### src/sv/i2cmbe_pkg.sv
`timescale 1ns / 1ps

package i2cmbe_pkg;

   // command codes carried by the func field
   localparam logic [2:0] OP_IDLE  = 3'd0;
   localparam logic [2:0] OP_START = 3'd1;
   localparam logic [2:0] OP_STOP  = 3'd2;
   localparam logic [2:0] OP_WRITE = 3'd3;
   localparam logic [2:0] OP_READ  = 3'd4;
   localparam logic [2:0] OP_ACK   = 3'd5;

   // register map
   localparam int          CSR_ADDR_W      = 3;
   localparam int          CSR_DATA_W      = 32;
   localparam logic [0:0]  REG_PHASE_TICKS = 1'b0;

   localparam logic [15:0] PHASE_TICKS_RESET = 16'd100;

   // phases per command
   localparam logic [4:0] PHASES_WRITE = 5'd16;
   localparam logic [4:0] PHASES_READ  = 5'd17;
   localparam logic [4:0] PHASES_OTHER = 5'd3;

   function automatic logic [4:0] phase_total(input logic [2:0] op);
      priority if (op == OP_WRITE) begin
         return PHASES_WRITE;
      end else if (op == OP_READ) begin
         return PHASES_READ;
      end else begin
         return PHASES_OTHER;
      end
   endfunction

endpackage

### src/sv/i2c_master_bit_engine_top.sv
`timescale 1ns / 1ps

// open-drain i2c master bit engine, one request per base tick. every accepted
// request advances the line sequencer by one tick and yields exactly one
// response carrying scl/sda drive, busy, a done pulse, the last received byte
// and the last sampled acknowledge. the sequencer state is updated at the
// accepting edge and the response lands in an output register in the same
// edge, so a new request is taken every cycle while the response side keeps
// up (the output register alone can hold a request back). while
// idle a request with func start/stop/write/read/ack launches that command;
// commands arriving while busy are ignored. phase_ticks (csr offset 0) sets
// ticks per bus phase, zero acts as one; write it only while no command runs.
module i2c_master_bit_engine_top (
   input  logic                                clock,
   input  logic                                reset,
   // request channel
   input  logic                                req_valid,
   output logic                                req_ready,
   input  logic [2:0]                          req_func,
   input  logic [7:0]                          req_tx_byte,
   input  logic                                req_ack_level,
   input  logic                                req_sda_in,
   // response channel
   output logic                                rsp_valid,
   input  logic                                rsp_ready,
   output logic                                rsp_scl_out,
   output logic                                rsp_sda_out,
   output logic                                rsp_busy_res,
   output logic                                rsp_done_res,
   output logic [7:0]                          rsp_rx_byte,
   output logic                                rsp_ack_sampled,
   // configuration port
   input  logic                                psel,
   input  logic                                penable,
   input  logic                                pwrite,
   input  logic [i2cmbe_pkg::CSR_ADDR_W-1:0]   paddr,
   input  logic [i2cmbe_pkg::CSR_DATA_W-1:0]   pwdata,
   output logic [i2cmbe_pkg::CSR_DATA_W-1:0]   prdata,
   output logic                                pready
);

   // ---------------------------------------------------------------------
   // configuration register
   // ---------------------------------------------------------------------
   logic [15:0] phase_ticks_ff;
   logic        csr_sel_phase;

   // word index lives above the byte offset
   assign csr_sel_phase = (paddr[i2cmbe_pkg::CSR_ADDR_W-1] == i2cmbe_pkg::REG_PHASE_TICKS);
   assign pready        = 1'b1;

   always_ff @(posedge clock) begin
      if (reset) begin
         phase_ticks_ff <= i2cmbe_pkg::PHASE_TICKS_RESET;
      end else if (psel && penable && pwrite && pready && csr_sel_phase) begin
         phase_ticks_ff <= pwdata[15:0];
      end
   end

   always_comb begin
      prdata = '0;
      if (csr_sel_phase) begin
         prdata[15:0] = phase_ticks_ff;
      end
   end

   // ---------------------------------------------------------------------
   // handshake: output register parts the two sides
   // ---------------------------------------------------------------------
   logic rsp_valid_ff;
   logic req_take;

   assign req_ready = !rsp_valid_ff || rsp_ready;
   assign req_take  = req_valid && req_ready;
   assign rsp_valid = rsp_valid_ff;

   always_ff @(posedge clock) begin
      if (reset) begin
         rsp_valid_ff <= 1'b0;
      end else if (req_take) begin
         rsp_valid_ff <= 1'b1;
      end else if (rsp_ready) begin
         rsp_valid_ff <= 1'b0;
      end
   end

   // ---------------------------------------------------------------------
   // sequencer state
   // ---------------------------------------------------------------------
   logic [2:0]  op_ff,    op_in;
   logic [4:0]  phase_ff, phase_in;
   logic [15:0] tick_ff,  tick_in;
   logic [7:0]  shift_ff, shift_in;
   logic        scl_ff,   scl_in;
   logic        sda_ff,   sda_in;
   logic        ack_ff,   ack_in;
   logic        drive_ack_ff, drive_ack_in;
   logic [7:0]  rx_hold_ff,   rx_hold_in;
   logic        done_in;

   logic [15:0] limit;
   logic [15:0] tick_inc;
   logic [4:0]  phase_inc;

   assign limit     = (phase_ticks_ff == 16'd0) ? 16'd1 : phase_ticks_ff;
   assign tick_inc  = tick_ff + 16'd1;
   assign phase_inc = phase_ff + 5'd1;

   always_comb begin
      op_in        = op_ff;
      phase_in     = phase_ff;
      tick_in      = tick_ff;
      shift_in     = shift_ff;
      scl_in       = scl_ff;
      sda_in       = sda_ff;
      ack_in       = ack_ff;
      drive_ack_in = drive_ack_ff;
      rx_hold_in   = rx_hold_ff;
      done_in      = 1'b0;

      if (op_ff == i2cmbe_pkg::OP_IDLE) begin
         // launch a command and enter its first phase on this tick
         unique case (req_func)
            i2cmbe_pkg::OP_START: begin
               op_in    = req_func;
               phase_in = 5'd0;
               tick_in  = 16'd0;
               scl_in   = 1'b1;
            end
            i2cmbe_pkg::OP_STOP: begin
               op_in    = req_func;
               phase_in = 5'd0;
               tick_in  = 16'd0;
               sda_in   = 1'b0;
            end
            i2cmbe_pkg::OP_WRITE: begin
               op_in    = req_func;
               phase_in = 5'd0;
               tick_in  = 16'd0;
               shift_in = req_tx_byte;
               sda_in   = req_tx_byte[7];
            end
            i2cmbe_pkg::OP_READ: begin
               op_in    = req_func;
               phase_in = 5'd0;
               tick_in  = 16'd0;
               shift_in = 8'd0;
               sda_in   = 1'b1;
            end
            i2cmbe_pkg::OP_ACK: begin
               op_in        = req_func;
               phase_in     = 5'd0;
               tick_in      = 16'd0;
               drive_ack_in = req_ack_level;
               sda_in       = req_ack_level;
            end
            default: begin
               // no command
            end
         endcase
      end else begin
         tick_in = tick_inc;
         if (tick_inc >= limit) begin
            tick_in = 16'd0;

            // end of the current phase: scl-high phases sample or shift
            if (op_ff == i2cmbe_pkg::OP_WRITE && phase_ff[0]) begin
               scl_in   = 1'b0;
               shift_in = {shift_ff[6:0], 1'b0};
            end else if (op_ff == i2cmbe_pkg::OP_READ && phase_ff[0]) begin
               shift_in = {shift_ff[6:0], req_sda_in};
            end else if (op_ff == i2cmbe_pkg::OP_ACK && phase_ff == 5'd1) begin
               ack_in = req_sda_in;
            end

            if (phase_inc >= i2cmbe_pkg::phase_total(op_ff)) begin
               if (op_ff == i2cmbe_pkg::OP_READ) begin
                  rx_hold_in = shift_in;
               end
               op_in    = i2cmbe_pkg::OP_IDLE;
               phase_in = 5'd0;
               done_in  = 1'b1;
            end else begin
               phase_in = phase_inc;
               // enter the next phase
               unique case (op_ff)
                  i2cmbe_pkg::OP_START: begin
                     if (phase_inc == 5'd1) begin
                        sda_in = 1'b0;
                     end else begin
                        scl_in = 1'b0;
                     end
                  end
                  i2cmbe_pkg::OP_STOP: begin
                     if (phase_inc == 5'd1) begin
                        scl_in = 1'b1;
                     end else begin
                        sda_in = 1'b1;
                     end
                  end
                  i2cmbe_pkg::OP_WRITE: begin
                     if (!phase_inc[0]) begin
                        sda_in = shift_in[7];
                     end else begin
                        scl_in = 1'b1;
                     end
                  end
                  i2cmbe_pkg::OP_READ: begin
                     scl_in = phase_inc[0];
                  end
                  i2cmbe_pkg::OP_ACK: begin
                     scl_in = (phase_inc == 5'd1);
                  end
                  default: begin
                     // idle never reaches here
                  end
               endcase
            end
         end
      end
   end

   always_ff @(posedge clock) begin
      if (reset) begin
         op_ff        <= i2cmbe_pkg::OP_IDLE;
         phase_ff     <= 5'd0;
         tick_ff      <= 16'd0;
         shift_ff     <= 8'd0;
         scl_ff       <= 1'b1;
         sda_ff       <= 1'b1;
         ack_ff       <= 1'b0;
         drive_ack_ff <= 1'b1;
         rx_hold_ff   <= 8'd0;
      end else if (req_take) begin
         op_ff        <= op_in;
         phase_ff     <= phase_in;
         tick_ff      <= tick_in;
         shift_ff     <= shift_in;
         scl_ff       <= scl_in;
         sda_ff       <= sda_in;
         ack_ff       <= ack_in;
         drive_ack_ff <= drive_ack_in;
         rx_hold_ff   <= rx_hold_in;
      end
   end

   // ---------------------------------------------------------------------
   // response register, loaded with the post-tick view
   // ---------------------------------------------------------------------
   logic       rsp_scl_ff, rsp_sda_ff, rsp_busy_ff, rsp_done_ff, rsp_ack_ff;
   logic [7:0] rsp_rx_ff;

   always_ff @(posedge clock) begin
      if (req_take) begin
         rsp_scl_ff  <= scl_in;
         rsp_sda_ff  <= sda_in;
         rsp_busy_ff <= (op_in != i2cmbe_pkg::OP_IDLE);
         rsp_done_ff <= done_in;
         rsp_rx_ff   <= rx_hold_in;
         rsp_ack_ff  <= ack_in;
      end
   end

   assign rsp_scl_out     = rsp_scl_ff;
   assign rsp_sda_out     = rsp_sda_ff;
   assign rsp_busy_res    = rsp_busy_ff;
   assign rsp_done_res    = rsp_done_ff;
   assign rsp_rx_byte     = rsp_rx_ff;
   assign rsp_ack_sampled = rsp_ack_ff;

endmodule

### config.mk
export PLATFORM = sky130hd
export DESIGN_NAME = i2c_master_bit_engine_top
export DESIGN_NICKNAME = d
export VERILOG_FILES = /design/src/sv/i2cmbe_pkg.sv /design/src/sv/i2c_master_bit_engine_top.sv
export SDC_FILE = /design/constraint.sdc
export NUM_CORES = 1
export LEC_CHECK = 0
export BUFFER_PORTS_ARGS = -buffer_cell sky130_fd_sc_hd__buf_2
export CAP_MARGIN = 20
export CORE_AREA = 4 4 93 95
export DETAILED_ROUTE_END_ITERATION = 12
export DIE_AREA = 0 0 97 99
export PLACE_DENSITY = 0.83
export SLEW_MARGIN = 20
export SYNTH_ARGS = -nofsm -noshare
export SYNTH_HDL_FRONTEND = slang
export SYNTH_SLANG_ARGS = --single-unit
### constraint.sdc
create_clock -name clock -period 5.5 [get_ports clock]
set_clock_uncertainty 0.15 [all_clocks]
set_input_delay 0.55 -clock clock [delete_from_list [all_inputs] [get_ports clock]]
set_output_delay 0.55 -clock clock [all_outputs]
set_load 0.005 [all_outputs]
==> results.md <==
- Horiz. Die Dim: 97 microns
- Clock sinks: 73
- Final setup viols: 0
- CP Depth: 14
- Max cap viols: 0
- Buffer count from post-CTS setup fixing: 0
- Post-CTS Resized: 0
- Critical Path RT: 5.63 ns
- Area of the core: 0.007727 sq mm
- Final Hold Viols: 0
- Final hold slack: 0.2454 ns
- Worst-Skew Late Latency: 0.35 ns
- Worst Hold Class: primary input to flop
- Number of instances in the placed design: 696
- Tmin final: 4.733 ns
- Yosys reg bits: 73
- CP max stage delay: 0.54 ns
- Post-synth top area cell: dfxtp_1
- Vias in the first global route: 3937
- I/O pin total: 103
- RSZ-0062 raised after global routing: no
- Hold path depth: 2
- Grt met2 use: 36.84%
- Distinct cells, synth: 63
- Slew @ Worst Pin: 0.9023 ns
- Cts hold-fix bufs: 0
- Synth warnings: 0
- Post-Synth XOR/XNOR Area: 2.906%
- Cell Pwr Density: 224.5 mW/mm^2
- CTS Buf Count: 9
- Vias per cell: 5.767
- Rel. slew slack: 39.85%
- Final period util: 86.05%
- GRT Residual Overflow: 0
- GR Util met1: 26.46%
- Detailed Place HPWL: 7794 microns
- Iteration-0 DRC Markers: 288
- WP buf/inv: 0
- Post-Synth Simple-Gate Area: 22.72%
- VDD IR max: 0.0001792 V
- NumNets Final: 684
- Synth Area in Compound Gates: 20.37%
- Maximum clock rate: 211.3 MHz
- Fill cells: 617
- Wirelength per Cell: 14.83 microns
- Leakage: 2.069 nW
- Vias post-DR: 4106
- Largest fanout on the critical path: 12
- Crit start category: flop
- GP Congestion: 0.8438
- Area Overhead vs Synth: 10.63%
- Met3 usage: 5.096%
- Max stage delay cell, worst path: o31ai_4
- TritonRoute pass-1 iters: 5
- Mux cell area share after synthesis: 3.847%
- DRC Markers: 0
- RR Startpoint: tick_ff[0]
- Largest family of logic cells by synthesized area: simple AND/OR/NAND/NOR gates
- GRT Max-Usage Layer: met2
- Total Power: 1.123 mW
- R2r endpoint: tick_ff[7]
- Placement Rows: 32
- Dominant cells by area after synthesis: dfxtp_1, edfxtp_1, ha_1
- WHS Endpoint: phase_ticks_ff[2]
- Post-Layout Cell Count: 712
- TritonCTS clock tree: yes
- Async set or reset register ratio after synthesis: 0%
- Mapped Avg Cell Area: 8.175 sq um
- Synthesized-area fraction occupied by adder cells: 6.643%
- Share of cells above drive strength 1: 17.54%
- Number of diodes: 0
- Max-slew violation count: 0
- Remaining antenna violation count: 0
- Sequential element share of the synthesized area: 35.21%
- Initial Util: 58.50%
- Initial antenna violation count: 0
- Die Area: 0.009603 sq mm
- Crit-path leading delay family: simple AND/OR/NAND/NOR gates
- Worst-case clock buffer depth: 2
- Port Buffers: 67
- Largest net degree at the start of global routing: 68
- # H-tree levels: 3
- Synthesized area: 0.004521 sq mm
- Total Routing Usage GR: 21.52%
- Setup CP Type: flop to flop
- First-pass GRT wire length: 17630 microns
- EDFF count, synth: 13
- Outcome: completed
- Setup TNS: 0 ns
- Commonest cells after routing, fill and taps aside: nor2_1, buf_2, dfxtp_1
- Reg2reg setup slack: 0.77 ns
- Most common cell after layout, fill and taps aside: nor2_1
- Clk slew on worst S/H paths: 0.08 ns
- Hold Path Origin: pwdata[2]
- Main flop type after synthesis: dfxtp_1
- Worst setup EP type: flop
- Root Buffer: clkbuf_8
- Worst-path cell chain: ha_1 -> nand3_1 -> nor2_1 -> and2_1 -> nand2_1 -> xnor2_1 -> ha_1 -> a21oi_1 -> a21boi_0 -> o31ai_4 -> nand2_1 -> nor3_2 -> or3b_2 -> a21oi_1
- Arrival time at the worst endpoint: 4.86 ns
- Gate Count Post-Synth: 553
- Die Y: 99 microns
- Synth top area share: 26.57%
- WL final: 10560 microns
- Reg2Reg Depth: 14
==> Yosys cell counts (2+ instances only) <==
master / instances
mux2i_1: 14
nor3_2: 2
nand3b_1: 9
inv_1: 28
a211o_1: 3
a2111oi_0: 5
mux2_2: 3
nand4_1: 4
nand2b_1: 10
a211oi_2: 4
buf_4: 18
and2_1: 4
a22oi_1: 5
ha_1: 24
nor4_1: 4
dfxtp_1: 60
o31ai_1: 2
a21boi_0: 2
o32ai_1: 5
xnor2_1: 7
and3_1: 5
a31oi_1: 4
clkbuf_1: 19
buf_6: 2
a211oi_1: 14
conb_1: 2
nand4b_1: 3
o21ai_0: 15
a21o_1: 4
or3_1: 3
nor3b_1: 4
nor2b_1: 2
a21oi_1: 53
edfxtp_1: 13
nor3_1: 12
nor2_1: 75
xor2_1: 8
nand2_1: 57
a31oi_2: 2
nand3_1: 15
buf_2: 6
==> registers in the layout, summed over array words and instances (netlist names) <==
signal,flops
rsp_scl_out,1
tick_ff,16
rsp_valid,1
rsp_ack_sampled,1
scl_ff,1
phase_ticks_ff,16
shift_ff,8
rsp_busy_res,1
rsp_done_res,1
rx_hold_ff,8
sda_ff,1
phase_ff,5
ack_ff,1
rsp_sda_out,1
rsp_rx_byte,8
op_ff,3
==> cell type report <==
| cell class | instances | area (sq um) | area share (%) |
|---|---|---|---|
| well taps | 102 | 127.6 | 2.552 |
| flip-flops and latches | 73 | 1592 | 31.82 |
| repair buffers | 72 | 372.9 | 7.456 |
| multi-input cells | 421 | 2619 | 52.36 |
| inverters | 28 | 105.1 | 2.102 |
| clock buffers | 9 | 123.9 | 2.477 |
| clock inverters | 7 | 61.31 | 1.226 |
==> layer usage <==
| layer | part of all wire, % | up-vias |
|---|---|---|
| met5 | 0 | - |
| met4 | 1.6 | 0 |
| met3 | 6.4 | 25 |
| met2 | 50 | 163 |
| met1 | 42 | 1891 |
| li1 | - | 2027 |
==> how the worst max path moves through the flow <==
| stage | start | endpoint | slack, ns |
|---|---|---|---|
| floorplan | tick_ff[0] | tick_ff[10] | 1.89 |
| global placement | tick_ff[0] | tick_ff[7] | 1.02 |
| detailed placement | tick_ff[0] | tick_ff[7] | 0.88 |
| CTS | tick_ff[0] | tick_ff[7] | 0.85 |
| global route | tick_ff[0] | tick_ff[7] | 0.48 |
| finish | tick_ff[0] | tick_ff[7] | 0.77 |
==> per-stage QoR <==
stage / worst slack [ns] / utilization [%] / area [sq um]
6_report: 0.7675 / 64.72 / 5001
5_1_grt: 0.4766 / 64.72 / 5001
4_1_cts: 0.8549 / 64.70 / 5000
3_5_place_dp: 0.8755 / 62.31 / 4815
3_3_place_gp: 1.021 / 62.31 / 4815
2_1_floorplan: 1.885 / - / 4577
==> worst register-to-register path, delay by kind of cell, from the launching register on <==
kind                     cells  cell delay, ns
AO/OA/AOI/OAI                4            1.00
XOR/XNOR                     1            0.21
adder cells (fa/ha/maj)      2            0.57
flip-flops                   1            0.44
AND/OR/NAND/NOR              7            2.28
==> power by group <==
part | switching [mW] | internal [mW]
combinational | 0.101 | 0.0558
sequential | 0.0147 | 0.560
clock | 0.221 | 0.171
total | 0.336 | 0.787
==> logic make-up (layout without fill, tap and decap cells) <==
family	count (synthesis)	in the layout
AOI/OAI and AO/OA	133	133
xor gates and xnor gates	15	15
adders and majority gates	24	24
buffers and inverters	74	116
DFF	73	73
muxes	17	17
other	2	17
and+or+nand+nor	215	215
Note: power is estimated with default switching activity, not from simulation.
